<file path="config.mk">
export PLATFORM = sky130hd
export DESIGN_NAME = pac_queue
export DESIGN_NICKNAME = d
export VERILOG_FILES = /design/src/rtl/pac_pkg.sv /design/src/rtl/pac_queue.sv
export SDC_FILE = /design/constraint.sdc
export NUM_CORES = 1
export LEC_CHECK = 0
export BUFFER_PORTS_ARGS = -buffer_cell sky130_fd_sc_hd__buf_2
export CORE_MARGIN = 1.5
export CORE_UTILIZATION = 45
export CTS_BUF_LIST = sky130_fd_sc_hd__clkbuf_8
export CTS_CLUSTER_DIAMETER = 120
export DETAILED_ROUTE_END_ITERATION = 10
export PLACE_DENSITY = 0.79
export SYNTH_ARGS = -nofsm -noshare
export SYNTH_HDL_FRONTEND = slang
export SYNTH_SLANG_ARGS = --single-unit
</file>
<file path="constraint.sdc">
create_clock -name clk_i -period 9.2 [get_ports clk_i]
set_input_delay 0.92 -clock clk_i [delete_from_list [all_inputs] [get_ports clk_i]]
set_output_delay 0.92 -clock clk_i [all_outputs]
set_load 0.01 [all_outputs]
</file>
<file path="src/rtl/pac_pkg.sv">
package pac_pkg;

  localparam int unsigned MaxVertices = 256;
  localparam int unsigned CoordW      = 16;
  localparam int unsigned CntW        = 9;
  localparam int unsigned SumW        = 41;
  localparam int unsigned CrossW      = 33;
  localparam int unsigned PairW       = 17;
  localparam int unsigned MomTermW    = 50;
  localparam int unsigned MomW        = 58;
  localparam int unsigned AreaW       = 39;
  localparam int unsigned RefW        = 39;
  localparam int unsigned RatioW      = 32;
  localparam int unsigned NumW        = 58;
  localparam int unsigned DenW        = 43;
  localparam int unsigned DivCntW     = 6;
  localparam int unsigned RatioShift  = 15;

  localparam logic [1:0] StatusOk       = 2'd0;
  localparam logic [1:0] StatusZeroArea = 2'd1;
  localparam logic [1:0] StatusZeroRef  = 2'd2;
  localparam logic [1:0] StatusOverflow = 2'd3;

  typedef struct packed {
    logic signed [CoordW-1:0] e_px;
    logic signed [CoordW-1:0] e_py;
    logic signed [CoordW-1:0] e_qx;
    logic signed [CoordW-1:0] e_qy;
    logic signed [CoordW-1:0] c_px;
    logic signed [CoordW-1:0] c_py;
    logic signed [CoordW-1:0] f_x;
    logic signed [CoordW-1:0] f_y;
    logic                     add_edge;
    logic                     last;
    logic                     ovf;
  } pac_item_t;

  typedef struct packed {
    logic            start;
    logic [NumW-1:0] num;
    logic [DenW-1:0] den;
  } pac_div_req_t;

  function automatic logic signed [CoordW-1:0] sat_cent(logic [NumW-1:0] mag, logic neg);
    logic signed [CoordW-1:0] r;
    if (!neg) begin
      if (mag > NumW'(32767)) r = 16'sh7fff;
      else r = mag[CoordW-1:0];
    end else begin
      if (mag > NumW'(32768)) r = 16'sh8000;
      else r = -mag[CoordW-1:0];
    end
    return r;
  endfunction

  function automatic logic signed [RatioW-1:0] sat_ratio(logic [NumW-1:0] mag, logic neg);
    logic signed [RatioW-1:0] r;
    if (!neg) begin
      if (mag > NumW'(32'h7fff_ffff)) r = 32'sh7fff_ffff;
      else r = mag[RatioW-1:0];
    end else begin
      if (mag > NumW'(33'h0_8000_0000)) r = 32'sh8000_0000;
      else r = -mag[RatioW-1:0];
    end
    return r;
  endfunction

  function automatic logic signed [AreaW-1:0] sat_area(logic signed [SumW-1:0] s);
    logic signed [SumW-1:0]  h;
    logic signed [AreaW-1:0] r;
    h = $signed(s + SumW'(s[SumW-1])) >>> 1;
    if (h[SumW-1:AreaW-1] == '0 || h[SumW-1:AreaW-1] == '1) r = h[AreaW-1:0];
    else if (h[SumW-1]) r = {1'b1, {(AreaW-1){1'b0}}};
    else r = {1'b0, {(AreaW-1){1'b1}}};
    return r;
  endfunction

endpackage

</file>
<file path="src/rtl/pac_queue.sv">
module pac_queue (
  input  logic               clk_i,
  input  logic               rst_ni,
  input  logic               push_i,
  input  pac_pkg::pac_item_t item_i,
  output logic               full_o,
  input  logic               pop_i,
  output logic               empty_o,
  output pac_pkg::pac_item_t item_o
);
  import pac_pkg::*;

  pac_item_t  mem_q [2];
  logic       wptr_q, rptr_q;
  logic [1:0] cnt_q;

  assign full_o  = cnt_q == 2'd2;
  assign empty_o = cnt_q == 2'd0;
  assign item_o  = mem_q[rptr_q];

  always_ff @(posedge clk_i) begin
    if (push_i) begin
      mem_q[wptr_q] <= item_i;
    end
  end

  always_ff @(posedge clk_i or negedge rst_ni) begin
    if (!rst_ni) begin
      wptr_q <= 1'b0;
      rptr_q <= 1'b0;
      cnt_q  <= 2'd0;
    end else begin
      if (push_i) wptr_q <= ~wptr_q;
      if (pop_i) rptr_q <= ~rptr_q;
      cnt_q <= cnt_q + 2'(push_i) - 2'(pop_i);
    end
  end

endmodule

</file>
==> impl_metrics.ini <==
[pwr]
p_switching_w = 0.001057
intPower_w = 0.002681
p_leak_nw = 4.961
p_sw_frac = 0.2827
pwr-share-seq = 0.452
powerDensity_nw_per_um2 = 302.4
p_clk_frac = 0.246
max-vdd-ir-drop_mv = 0.3202
pwr-share-comb = 0.302

[yosys]
ys_seq_area_frac = 0.7983
synth_top_family_by_area = multiplexers
synth_cells = 423
synth_seq_cells = 266
synth_xor_area_frac = 0.004137
synth_fa_ha_area_frac = 0.002507
syn_area_um2 = 9981
yosys.area_share.simple = 0.002256
syn_area_per_cell_um2 = 23.60
synth.distinct_cells = 14
synth_warnings = 0
synth_compound_area_frac = 0
syn_nets = 560
synth.area.mux_share = 0.1779

[final_layout]
syn_to_final_growth_pct = 23.84
final_net_count = 862
final_cell_area_um2 = 12360
fillers = 1682
layout_commonest_cell = buf_2
final_cell_mix = 267 x buf_2, 262 x edfxtp_1, 80 x mux2_4
drive_gt1_frac = 0.6077

[sta]
period_share = 0.3872
layout_min_cycle_time_ps = 3562
finalSetupViolCount = 0
rsz0062_at_grt = no
finalHoldViolations = 0
slew_violations = 0
fin_setup_tns_ps = 0
setup_ws_ps = 5638
worst_clock_skew_ps = 17.84
relSlewSlack = 0.3300
worst_pin_slew_ps = 1005
max_freq_ghz = 0.2807

[critical_path]
max_stage_delay_ps = 800
reg2regPathDepth = 2
worst_ep_required_time_ps = 8280
r2r-end = mem_q[1][62]
path_cells = buf_4, mux2_2, buf_2
cp_max_fo = 61
arrival_ps = 2640
timing.reg2reg.setup_slack_ps = 6720
rr_startpoint = wptr_q
cp_slowest_cell = buf_4
crit_path_start_kind = flip-flop
path_buf_inv = 2
critical_path.top_delay_family = buffers and inverters
crit_type = flip-flop to output port
endpoint_kind = output port

[cts]
path_clk_slew_ps = 60
cts-buffers-inserted = 43
cts_setup_buffers = 0
root_buffer = clkbuf_8
cts-hold-fix-buffers = 0
clock_latency_ps = 510
max-clock-path-buffers = 3
cts_tree = yes
cts_num_sinks = 266
cts_resized = 0
htreeDepth = 2

[global_route]
grt_first_pass_wirelength_um = 26570
antenna_found_initial = 3
grtUsageTotal = 0.1479
overflow = 0
grt_max_degree = 74
grt_pass1_vias = 5096

[place]
placed_area_um2 = 11580
place_ws_ps = 6067
routabilityCongestion = 0.7321
dp_hpwl_um = 11460
port_buffers = 267

[die]
die_w_um = 151.9
rows = 54
die_area_um2 = 23080
io_pins = 268
initial_utilization = 0.4573
die_y_um = 151.9
core_um2 = 21820

[run_status]
status = finished, final reports clean

[detailed_routing]
drc = 0
avgRoutedWirePerCell_um = 17.03
drt-vias-per-instance = 4.770
drt_iter0_drc = 265
routed_wl_um = 17610
routed-via-count = 4932
drt_pre_antenna_iters = 4
postRouteAntennaNets = 0

[worst_hold_path]
hp-class = primary input to async pin

[job]
cap_violations = 0
how the worst max path moves through the flow:
stage	startpoint	end	slack (ps)	cells past startpoint
floorplan	push_i	mem_q[0][0]	1970	1
global placement	push_i	mem_q[1][128]	6080	3
detailed placement	push_i	mem_q[1][126]	6070	3
CTS	rptr_q	item_o[40]	5600	3
global route	rptr_q	item_o[39]	5510	3
finish	rptr_q	item_o[39]	5640	3
area by class of cell:
cell class / instances / area, um^2 / area share
clock buffer: 45 / 619.3 / 0.05011
antenna: 2 / 5.005 / 0.0004049
tap: 280 / 350.3 / 0.02834
clock inverter: 27 / 158.9 / 0.01286
inverter: 2 / 7.507 / 0.0006073
multi-input combinational: 140 / 1874 / 0.1516
sequential: 266 / 7971 / 0.6449
timing repair buffer: 272 / 1374 / 0.1111
through the flow:
stage | instances | total power (W) | util | hold WS [ps]
6_report | 1034 | 0.003738 | 0.5664 | 203.6
4_1_cts | 1032 | 0.003800 | 0.5662 | 166.0
5_1_grt | 1033 | 0.003922 | 0.5663 | 175.3
3_3_place_gp | 960 | 0.002843 | 0.5305 | 538.3
2_1_floorplan | 423 | 0.002531 | - | 455.5
3_5_place_dp | 960 | 0.002865 | 0.5305 | 542.5
cell families after synthesis:
logic type | count (synthesis)
flops | 266
mux | 131
buf+inv | 17
simple gates | 4
xor+xnor | 3
fa+ha+maj | 2
per-layer routing:
metal	wire length, um	global-route usage
met1	6813	0.1732
met2	8641	0.2450
met3	1669	0.05933
met4	469	0.05687
met5	11	0
registers in the layout, summed over array words and instances, names as in the netlist:
| register | cells |
|---|---|
| mem_q | 262 |
| wptr_q | 1 |
| cnt_q | 2 |
| rptr_q | 1 |
power by group through the flow:
stage	Combinational (W)	Clock, W	Sequential (W)
floorplan	0.000817	0	0.00171
global placement	0.00114	0	0.00170
detailed placement	0.00115	0	0.00172
CTS	0.00115	0.000954	0.00169
global route	0.00121	0.00100	0.00171
finish	0.00113	0.000919	0.00169
synthesized netlist by cell type:
master	count	area share
edfxtp_1	262	0.79
mux2_4	80	0.12
mux2_2	51	0.058
buf_6	9	0.010
buf_2	5	0.0025
dfrtp_1	4	0.010
ha_1	2	0.0025
inv_1	2	0.00075
nor2b_1	2	0.0013
xor2_1	2	0.0018
and2_1	1	0.00063
buf_8	1	0.0015
nor2_1	1	0.00038
xor3_1	1	0.0024
No activity file was read; power rests on OpenSTA's default activity.
