===== config.mk =====
export PLATFORM = sky130hd
export DESIGN_NAME = pac_front
export DESIGN_NICKNAME = d
export VERILOG_FILES = /design/src/rtl/pac_pkg.sv /design/src/rtl/pac_front.sv
export SDC_FILE = /design/constraint.sdc
export NUM_CORES = 1
export LEC_CHECK = 0
export ABC_AREA = 1
export BUFFER_PORTS_ARGS = -buffer_cell sky130_fd_sc_hd__buf_2
export CORE_ASPECT_RATIO = 1.75
export CORE_UTILIZATION = 40
export DETAILED_ROUTE_END_ITERATION = 10
export PLACE_DENSITY = 0.7
export SLEW_MARGIN = 10
export SYNTH_ARGS = -nofsm -noshare
export SYNTH_HDL_FRONTEND = slang
export SYNTH_SLANG_ARGS = --single-unit

===== constraint.sdc =====
create_clock -name clk_i -period 1.7 [get_ports clk_i]
set_input_delay 0 -clock clk_i [delete_from_list [all_inputs] [get_ports clk_i]]
set_output_delay 0 -clock clk_i [all_outputs]
set_load 0.05 [all_outputs]

===== src/rtl/pac_pkg.sv =====
package pac_pkg;

  localparam int unsigned MaxVertices = 256;
  localparam int unsigned CoordW      = 16;
  localparam int unsigned CntW        = 9;
  localparam int unsigned SumW        = 41;
  localparam int unsigned CrossW      = 33;
  localparam int unsigned PairW       = 17;
  localparam int unsigned MomTermW    = 50;
  localparam int unsigned MomW        = 58;
  localparam int unsigned AreaW       = 39;
  localparam int unsigned RefW        = 39;
  localparam int unsigned RatioW      = 32;
  localparam int unsigned NumW        = 58;
  localparam int unsigned DenW        = 43;
  localparam int unsigned DivCntW     = 6;
  localparam int unsigned RatioShift  = 15;

  localparam logic [1:0] StatusOk       = 2'd0;
  localparam logic [1:0] StatusZeroArea = 2'd1;
  localparam logic [1:0] StatusZeroRef  = 2'd2;
  localparam logic [1:0] StatusOverflow = 2'd3;

  typedef struct packed {
    logic signed [CoordW-1:0] e_px;
    logic signed [CoordW-1:0] e_py;
    logic signed [CoordW-1:0] e_qx;
    logic signed [CoordW-1:0] e_qy;
    logic signed [CoordW-1:0] c_px;
    logic signed [CoordW-1:0] c_py;
    logic signed [CoordW-1:0] f_x;
    logic signed [CoordW-1:0] f_y;
    logic                     add_edge;
    logic                     last;
    logic                     ovf;
  } pac_item_t;

  typedef struct packed {
    logic            start;
    logic [NumW-1:0] num;
    logic [DenW-1:0] den;
  } pac_div_req_t;

  function automatic logic signed [CoordW-1:0] sat_cent(logic [NumW-1:0] mag, logic neg);
    logic signed [CoordW-1:0] r;
    if (!neg) begin
      if (mag > NumW'(32767)) r = 16'sh7fff;
      else r = mag[CoordW-1:0];
    end else begin
      if (mag > NumW'(32768)) r = 16'sh8000;
      else r = -mag[CoordW-1:0];
    end
    return r;
  endfunction

  function automatic logic signed [RatioW-1:0] sat_ratio(logic [NumW-1:0] mag, logic neg);
    logic signed [RatioW-1:0] r;
    if (!neg) begin
      if (mag > NumW'(32'h7fff_ffff)) r = 32'sh7fff_ffff;
      else r = mag[RatioW-1:0];
    end else begin
      if (mag > NumW'(33'h0_8000_0000)) r = 32'sh8000_0000;
      else r = -mag[RatioW-1:0];
    end
    return r;
  endfunction

  function automatic logic signed [AreaW-1:0] sat_area(logic signed [SumW-1:0] s);
    logic signed [SumW-1:0]  h;
    logic signed [AreaW-1:0] r;
    h = $signed(s + SumW'(s[SumW-1])) >>> 1;
    if (h[SumW-1:AreaW-1] == '0 || h[SumW-1:AreaW-1] == '1) r = h[AreaW-1:0];
    else if (h[SumW-1]) r = {1'b1, {(AreaW-1){1'b0}}};
    else r = {1'b0, {(AreaW-1){1'b1}}};
    return r;
  endfunction

endpackage


===== src/rtl/pac_front.sv =====
module pac_front (
  input  logic                clk_i,
  input  logic                rst_ni,
  input  logic                in_valid_i,
  input  logic signed [15:0]  vertex_x_i,
  input  logic signed [15:0]  vertex_y_i,
  input  logic                last_i,
  input  logic                q_full_i,
  output logic                push_o,
  output pac_pkg::pac_item_t  item_o
);
  import pac_pkg::*;

  logic signed [CoordW-1:0] first_x_q, first_y_q, prev_x_q, prev_y_q;
  logic signed [CoordW-1:0] first_x_d, first_y_d, prev_x_d, prev_y_d;
  logic [CntW-1:0]          cnt_q, cnt_d;
  logic                     drop;

  assign push_o = in_valid_i && !q_full_i;
  assign drop   = cnt_q >= CntW'(MaxVertices);

  always_comb begin
    prev_x_d  = drop ? prev_x_q : vertex_x_i;
    prev_y_d  = drop ? prev_y_q : vertex_y_i;
    first_x_d = (!drop && cnt_q == '0) ? vertex_x_i : first_x_q;
    first_y_d = (!drop && cnt_q == '0) ? vertex_y_i : first_y_q;
    cnt_d     = drop ? CntW'(MaxVertices + 1) : cnt_q + 1'b1;

    item_o.e_px     = prev_x_q;
    item_o.e_py     = prev_y_q;
    item_o.e_qx     = vertex_x_i;
    item_o.e_qy     = vertex_y_i;
    item_o.c_px     = prev_x_d;
    item_o.c_py     = prev_y_d;
    item_o.f_x      = first_x_d;
    item_o.f_y      = first_y_d;
    item_o.add_edge = !drop && cnt_q != '0;
    item_o.last     = last_i;
    item_o.ovf      = cnt_d > CntW'(MaxVertices);
  end

  always_ff @(posedge clk_i or negedge rst_ni) begin
    if (!rst_ni) begin
      first_x_q <= '0;
      first_y_q <= '0;
      prev_x_q  <= '0;
      prev_y_q  <= '0;
      cnt_q     <= '0;
    end else if (push_o) begin
      if (last_i) begin
        first_x_q <= '0;
        first_y_q <= '0;
        prev_x_q  <= '0;
        prev_y_q  <= '0;
        cnt_q     <= '0;
      end else begin
        first_x_q <= first_x_d;
        first_y_q <= first_y_d;
        prev_x_q  <= prev_x_d;
        prev_y_q  <= prev_y_d;
        cnt_q     <= cnt_d;
      end
    end
  end

endmodule


==> results of run 1 <==
==> metal layers <==
| metal | global-route usage, % | share of wire, % | up-vias |
|---|---|---|---|
| met4 | 12.7 | 3.5 | 0 |
| li1 | - | - | 1869 |
| met1 | 24.8 | 37 | 1846 |
| met3 | 3.80 | 4.0 | 30 |
| met2 | 39.6 | 55 | 138 |
| met5 | 0 | 0 | - |
==> cell type report <==
cell class                 instances  area, um2
fill                             903       4120
multi-input combinational        315       2070
sequential                        73       1830
timing repair buffer             191       1340
clock buffer                      13        260
inverter                          47        176
tap                              125        156
clock inverter                     3       15.0
==> per-stage QoR <==
stage / util [%] / setup slack (ps) / area, um2
after floorplan: - / -417 / 4470
after global placement: 52.3 / 64.6 / 5210
after detailed placement: 52.3 / 51.0 / 5210
after CTS: 58.2 / -179 / 5810
after global routing: 58.7 / -258 / 5850
final: 58.7 / -173 / 5850
==> synthesized netlist by cell type <==
cell,n
nand2_1,147
ha_1,2
nand3_1,9
inv_2,5
a22o_1,32
dfrtp_1,73
o22ai_1,7
a21oi_1,2
nand2_4,1
o21ai_2,32
buf_4,36
buf_2,10
nand4_4,1
inv_1,42
o211ai_1,1
nor2_1,10
nand4_1,1
nor2_2,1
clkbuf_1,9
o21ai_0,35
nor2_4,2
nand2_2,32
buf_6,6
==> state kept, by name, summed over array words and instances, names as in the netlist <==
register and count:
first_x_q 16, first_y_q 16, prev_y_q 16, prev_x_q 16, cnt_q 9
==> cells by family after synthesis <==
family / count (synthesis) / share of synthesized area, %
AO/OA/AOI/OAI: 109 / 19.2
AND/OR/NAND/NOR: 204 / 21.7
buffers and inverters: 108 / 14.4
flip-flops: 73 / 44.0
adder cells (fa/ha/maj): 2 / 0.603
==> timing repair <==
action,CTS,global route
gates cloned,1,0
hold endpoints to repair,73,0
setup buffers,3,1
pin swaps,1,0
setup endpoints to repair,34,38
resized for setup,78,13
hold buffers,1,0
==> worst max-delay path: cells and delay by family (launching register included) <==
family	cells	cell delay (ps)
AOI/OAI and AO/OA	1	180
adders and majority gates	1	140
buffers and inverters	3	460
DFF	1	400
and+or+nand+nor	3	360
==> worst paths after layout <==
path                               startpoint             to  slack, ps  depth (start not counted)
worst min register to register  first_y_q[13]  first_y_q[13]        500                          2
worst max register to register       cnt_q[1]   first_y_q[6]         70                         10
min in group asynchronous              rst_ni   prev_x_q[13]         90                          2
worst max-delay path                 cnt_q[1]     item_o[13]       -170                          8
max in group asynchronous              rst_ni       cnt_q[8]       1000                          3
worst min-delay path                 q_full_i       cnt_q[4]         30                          3
==> power by group through the flow <==
stage | clock [mW] | combinational [mW] | sequential [mW]
final | 1.74 | 4.32 | 2.16
after CTS | 1.80 | 4.27 | 2.16
after global placement | 0 | 3.63 | 2.18
after detailed placement | 0 | 3.68 | 2.19
after global routing | 1.88 | 4.52 | 2.19
after floorplan | 0 | 2.72 | 2.45
==> flow_summary.toml, run 1 <==
[drt]
route.detailed.drc = 0
drtPass1Iterations = 5
via_count = 3883
avgViaCountPerCell = 5.06
wl_um = 11700
wire_per_inst_um = 15.2
ant_nets = 0
drt-initial-drc-count = 153

[clock_tree]
clk_latency_ps = 330
cts-root-buf = "clkbuf_16"
cts_tree = "done"
cts_made_buffers = 9
h-tree-depth = 3
clk_pin_slew_ps = 50
cts_sinks = 73
clockBufferDepth = 2

[grt]
grt_usage_pct = 22.3
grt_pass1_wl_um = 18600
grt_max_degree = 56
antenna_found_initial = 0
grt_pass1_vias = 3836
grt-ovfl-total = 0

[die]
dieArea_um2 = 10800
die_h_um = 137
ios = 169
num_rows = 48
fp.coreArea_um2 = 9970
initial_core_util_pct = 41.6
die_x_um = 79.0

[power]
switching_share_pct = 45.3
vdd_drop_max_mv = 0.679
p_sw_mw = 3.73
p_per_area_nw_per_um2 = 1410
p_total_mw = 8.23
pwr-share-seq_pct = 26.3
leakage_nw = 3.04
p_int_mw = 4.50
pwr-share-comb_pct = 52.5
clock_power_share_pct = 21.2

[setup_path]
end_kind = "output port"
crit_slowest_cell = "dfrtp_1"
crit_fanout = 12
cp_data_required_time_ps = 1700
crit_chain = "inv_2 -> ha_4 -> nand4_4 -> nor2_4 -> nand2_8 -> buf_16 -> o21ai_4 -> buf_8"
critPathArrivalTime_ps = 1870
worstSetupPathType = "reg -> out"
start_kind = "flop"
cp_slowest_stage_delay_ps = 400

[place]
dp_hpwl_um = 8370
portBuffers = 168
gp_congestion = 0.815
numPlacedInstances = 745

[worst_hold_path]
hold_path_class = "in -> reg"

[timing]
finalSetupViolCount = 33
fin_setup_tns_ps = -4290
finalCritPeriodShare_pct = 110
hold_viol = 0
fin_hold_ws_ps = 34.5
relSlewSlack_pct = 71.7
rsz0062_at_grt = "true"
finalMaxSlewViolations = 0
worst_slew_pin_slew_ps = 425
finalClockSkew_ps = 6.00
final.min_clock_period_ps = 1870
fmax_mhz = 534
worst_slack_ps = -173

[layout]
instances_no_fill = 767
final_cell_mix = "nand2_1, buf_2, dfrtp_1"
fin_nets = 676
syn2layout_area_growth_pct = 41.0
layout-drive-gt1-share_pct = 48.1
antenna_cells = 0
final_common_cell = "nand2_1"

[logic_synthesis]
yosysTopAreaCellShare_pct = 44.0
ys_warn_count = 0
avgSynthCellArea_um2 = 8.36
synth_nets = 535
ys_top_cells_by_area = "dfrtp_1, nand2_1, a22o_1"
syn_inst = 496
synth_area_um2 = 4150
synth.distinct_cells = 23
synth_largest_area_cell = "dfrtp_1"
synth-seq-cells = 73
seq_area_frac_synth_pct = 44.0

[status]
outcome = "finished, violations left"
violations = "negative setup slack"

[flow_run]
maxCapViolations = 0
Note: power is estimated with default switching activity, not from simulation.
==> inputs of run 2 (changes only) <==
--- a/config.mk
+++ b/config.mk
@@ -8,9 +8,10 @@
 export ABC_AREA = 1
 export BUFFER_PORTS_ARGS = -buffer_cell sky130_fd_sc_hd__buf_2
 export CORE_ASPECT_RATIO = 1.75
-export CORE_UTILIZATION = 40
+export CORE_MARGIN = 2
+export CORE_UTILIZATION = 49
 export DETAILED_ROUTE_END_ITERATION = 10
-export PLACE_DENSITY = 0.7
+export PLACE_DENSITY = 0.83
 export SLEW_MARGIN = 10
 export SYNTH_ARGS = -nofsm -noshare
 export SYNTH_HDL_FRONTEND = slang
==> run 2 against run 1 <==
The run still ends with negative setup slack left. Sequential share of layout area is 0.14 points lower. Worst setup slack improved by 4.8 ps. Combinational power up 2%. Worst hold slack lost 22 ps. Maximum frequency grew 0.26%. Register-to-register slack gained 50 ps. Core utilization rose by 12 points. Clock power up 6%. Critical path depth stayed put. Die area is 14% lower. Critical path type unchanged. Critical endpoint is now item_o[12]. Largest cell class unchanged. Largest power group unchanged. Highest routed layer unchanged.
==> flow_summary.toml, run 2 (synthesis gave the netlist of run 1 again) <==
[setup_path]
worstSetupPathType = "reg -> out"
cp_data_required_time_ps = 1700
cp.depth = 8
crit_fanout = 11
crit_chain = "inv_2 -> ha_4 -> nand4_4 -> nor2_4 -> nand2_8 -> buf_6 -> o21ai_4 -> buf_6"
ff2ff_path_depth = 10
timing.rr.start = "cnt_q[0]"
r2r-end = "first_y_q[8]"
start_kind = "flop"
cp-startpoint = "cnt_q[0]"
critPathArrivalTime_ps = 1870
crit_top_cell = "buf_6"
end_kind = "output port"
path_buf_inv = 3
path_delay_family = "buffers and inverters"
cp-endpoint = "item_o[12]"
cp_slowest_stage_delay_ps = 390
rrSetupSlack_ps = 120
crit_slowest_cell = "dfrtp_1"

[layout]
final_common_cell = "nand2_1"
syn2layout_area_growth_pct = 41.7
fin_util_pct = 71.2
final_cell_mix = "nand2_1, buf_2, dfrtp_1"
layout-drive-gt1-share_pct = 47.9
antenna_cells = 0
fin_nets = 673

[timing]
finalMaxSlewViolations = 0
final.min_clock_period_ps = 1870
rsz0062_at_grt = "true"
relSlewSlack_pct = 64.3
worst_slack_ps = -168
finalSetupViolCount = 33
finalCritPeriodShare_pct = 110
finalClockSkew_ps = 5.91
hold_viol = 0
worst_slew_pin_slew_ps = 535
fmax_mhz = 535

[die]
die_x_um = 73.6
num_rows = 44
dieArea_um2 = 9250
ios = 169
die_h_um = 126
initial_core_util_pct = 50.2
fp.coreArea_um2 = 8260

[power]
vdd_drop_max_mv = 0.932
p_per_area_nw_per_um2 = 1430
leakage_nw = 3.06
p_total_mw = 8.40

[clock_tree]
cts_sinks = 73
h-tree-depth = 3
clk_pin_slew_ps = 60
cts_made_buffers = 9
clk_latency_ps = 330
clockBufferDepth = 2
cts_tree = "done"
cts-root-buf = "clkbuf_16"

[grt]
antenna_found_initial = 0
grt_usage_pct = 24.6
grt-ovfl-total = 0
grt_pass1_vias = 3821
grt_pass1_wl_um = 18000
grt_max_degree = 66

[worst_hold_path]
hold_path_class = "in -> reg"

[drt]
drtPass1Iterations = 4
via_count = 3869
route.detailed.drc = 0
drt-initial-drc-count = 228
avgViaCountPerCell = 5.29
wl_um = 11200
ant_nets = 0
wire_per_inst_um = 15.3

[flow_run]
maxCapViolations = 0

[place]
place_ws_ps = 61.8
gp_congestion = 0.989
dp_hpwl_um = 7800
portBuffers = 168

[status]
violations = "negative setup slack"
outcome = "finished, violations left"
[run 2: changes by cell type in the layout (fill, tap and decap cells not counted), moves of 2 or more]
cell | before | now
buf_6 | 31 | 27
buf_8 | 7 | 11
buf_16 | 2 | 0
buf_12 | 2 | 5
buf_4 | 15 | 9
o21ai_0 | 9 | 7
o21ai_1 | 3 | 5
clkbuf_16 | 9 | 11
[run 2: worst min path at each step]
stage	startpoint	cells after the start	to	slack [ps]
floorplan	rst_ni	0	cnt_q[0]	-300
global placement	rst_ni	1	first_x_q[12]	10
detailed placement	rst_ni	1	first_x_q[12]	10
CTS	q_full_i	3	cnt_q[2]	5
global route	q_full_i	3	cnt_q[5]	30
finish	q_full_i	3	cnt_q[2]	10
[run 2: final cells by class]
class                           instances  area, um2
Timing Repair Buffer                  188       1370
Clock inverter                          3       40.0
Clock buffer                           13        250
Tap cell                               92        115
Sequential cell                        73       1830
Fill cell                             603       2380
Inverter                               47        176
Multi-Input combinational cell        315       2100
[run 2: layer usage]
layer | vias up | global-route usage [%] | wire, um
li1 | 1858 | - | -
met1 | 1845 | 29.3 | 4190
met2 | 140 | 42.4 | 6210
met3 | 26 | 4.64 | 510
met4 | 0 | 10.2 | 294
met5 | - | 0 | 0
[run 2: repair_timing]
item                                    4_1_cts  5_1_grt
resized for setup                            80       20
endpoints found under the setup margin       34       37
hold buffers                                  1        0
gates cloned                                  0        2
buffers inserted                              0        2
hold endpoints to repair                     38        0
pin swaps                                     3        1
[run 2: power breakdown]
group          internal [mW]  leakage (nW)  switching (mW)
Sequential              1.98         0.973           0.184
Clock                   1.17         0.144           0.672
Combinational           1.52          1.94            2.88
[run 2: worst register-to-register path: stages, from the launching register on]
cell and delay, ps:
dfrtp_1 390, inv_2 90, ha_4 130, nand4_4 70, nor2_4 160, nand2_8 140
buf_6 200, nand2_2 90, o21ai_4 60, nand2_1 60, nand2_1 70
[run 2: metrics by stage]
step | hold WS [ps] | area (um2) | std cells | TNS (ps)
2_1_floorplan | -296 | 4470 | 496 | -4160
3_3_place_gp | 9.98 | 5180 | 710 | 0
3_5_place_dp | 12.1 | 5180 | 710 | 0
4_1_cts | 4.51 | 5750 | 727 | -3890
5_1_grt | 31.6 | 5880 | 731 | -7020
6_report | 12.6 | 5880 | 731 | -4240
==> inputs of run 3 (changes only) <==
--- a/config.mk
+++ b/config.mk
@@ -12,6 +12,7 @@
 export CORE_UTILIZATION = 49
 export DETAILED_ROUTE_END_ITERATION = 10
 export PLACE_DENSITY = 0.83
+export SKIP_LAST_GASP = 1
 export SLEW_MARGIN = 10
 export SYNTH_ARGS = -nofsm -noshare
 export SYNTH_HDL_FRONTEND = slang
==> run 3 against run 2 <==
The run still ends with negative setup slack left. Worst setup slack better by 3.7 ps. Clock power hardly changed. Wire length hardly changed. Critical endpoint is now item_o[34]. Via count is 0.59% higher. Clock skew hardly changed. Maximum frequency is 0.20% higher. Critical path type unchanged. Die area stayed put. Non-clock buffer count stayed put. Sequential share of layout area is 0.12 points higher. Highest routed layer unchanged. Register-to-register slack hardly changed. Power is 0.32% lower.
==> flow_summary.toml, run 3 (synthesis gave the netlist of run 1 again) <==
[status]
outcome = "finished, violations left"
violations = "negative setup slack"

[drt]
avgViaCountPerCell = 5.32
route.detailed.drc = 0
wire_per_inst_um = 15.3
wl_um = 11200
drtPass1Iterations = 4
via_count = 3892
ant_nets = 0
drt-initial-drc-count = 252

[clock_tree]
clk_pin_slew_ps = 60
clockBufferDepth = 2
cts-root-buf = "clkbuf_16"
clk_latency_ps = 330
cts_tree = "done"
cts_made_buffers = 9
cts_sinks = 73
h-tree-depth = 3

[setup_path]
crit_chain = "inv_2 -> ha_4 -> nand4_4 -> nor2_4 -> nand2_8 -> buf_12 -> o21ai_4 -> buf_6"
critPathArrivalTime_ps = 1860
crit_slowest_cell = "dfrtp_1"
crit_fanout = 11
worstSetupPathType = "reg -> out"
cp_data_required_time_ps = 1700
end_kind = "output port"
start_kind = "flop"
cp_slowest_stage_delay_ps = 390
ff2ff_path_depth = 10
rrSetupSlack_ps = 120

[place]
dp_hpwl_um = 7800
numPlacedInstances = 710
gp_congestion = 0.989
placed_area_um2 = 5180
portBuffers = 168

[power]
leakage_nw = 3.05
vdd_drop_max_mv = 0.934
p_per_area_nw_per_um2 = 1430

[timing]
worst_slew_pin_slew_ps = 539
finalClockSkew_ps = 5.97
worst_slack_ps = -164
fin_hold_ws_ps = 14.1
finalSetupViolCount = 33
finalCritPeriodShare_pct = 110
finalMaxSlewViolations = 0
fin_setup_tns_ps = -4170
relSlewSlack_pct = 64.1
hold_viol = 0
fmax_mhz = 536
rsz0062_at_grt = "true"
final.min_clock_period_ps = 1860

[flow_run]
maxCapViolations = 0

[layout]
fin_util_pct = 70.9
multi_input_area_um2 = 2080
final_cell_mix = "nand2_1, buf_2, dfrtp_1"
final_cell_area_um2 = 5860
antenna_cells = 0
layout-drive-gt1-share_pct = 47.7
fin_nets = 673
fillers = 605
syn2layout_area_growth_pct = 41.1
instances_no_fill = 731
seq_area_um2 = 1830
final_common_cell = "nand2_1"

[grt]
grt_pass1_vias = 3783
grt_usage_pct = 24.7
antenna_found_initial = 0
grt-ovfl-total = 0
grt_max_degree = 66
grt_pass1_wl_um = 18000

[die]
initial_core_util_pct = 50.2
die_h_um = 126
die_x_um = 73.6
dieArea_um2 = 9250
ios = 169
fp.coreArea_um2 = 8260
num_rows = 44

[worst_hold_path]
hold_path_depth = 3
hold_path_class = "in -> reg"
-- run 3: what timing repair did --
| action | CTS | global route |
|---|---|---|
| hold buffers | 1 | 0 |
| endpoints found under the setup margin | 34 | 37 |
| resized for setup | 79 | 16 |
| gates cloned | 0 | 2 |
| pin swaps | 3 | 1 |
| hold endpoints to repair | 38 | 0 |
| buffers inserted | 0 | 2 |
-- run 3: where the power goes --
group / leakage [nW] / total [mW] / switching (mW) / internal, mW
sequential: 0.973 / 2.16 / 0.183 / 1.98
clock: 0.144 / 1.85 / 0.677 / 1.17
combinational: 1.93 / 4.37 / 2.87 / 1.50
total: 3.05 / 8.38 / 3.73 / 4.65
-- run 3: area by class of cell --
type	instances	area share [%]
Tap cell	92	1.97
Clock buffer	13	4.27
Multi-Input combinational cell	315	35.6
Clock inverter	3	0.684
Timing Repair Buffer	188	23.3
Sequential cell	73	31.2
Inverter	47	3.01
-- run 3: worst max-delay path, delay by kind of cell (launching register included) --
kind | cells | cell delay, ps
buffers and inverters | 3 | 470
adder cells (fa/ha/maj) | 1 | 130
AO/OA/AOI/OAI | 1 | 170
AND/OR/NAND/NOR | 3 | 360
flip-flops | 1 | 390
-- run 3: final timing paths --
kind / start / to
max: cnt_q[0] / item_o[34]
max in group asynchronous: rst_ni / first_x_q[0]
max reg2reg: cnt_q[0] / first_y_q[8]
min reg2reg: first_y_q[9] / first_y_q[9]
min: q_full_i / cnt_q[2]
min in group asynchronous: rst_ni / first_x_q[12]
-- run 3: through the flow --
stage | power [mW] | setup slack [ps]
CTS | 8.22 | -147
detailed placement | 5.88 | 61.8
finish | 8.38 | -164
global route | 8.72 | -282
floorplan | 5.17 | -417
global placement | 5.82 | 88.2
-- run 3: layer usage --
metal | wire length [um] | global-route usage, %
met1 | 4320 | 29.6
met2 | 6130 | 42.8
met3 | 504 | 4.40
met4 | 238 | 9.20
met5 | 0 | 0
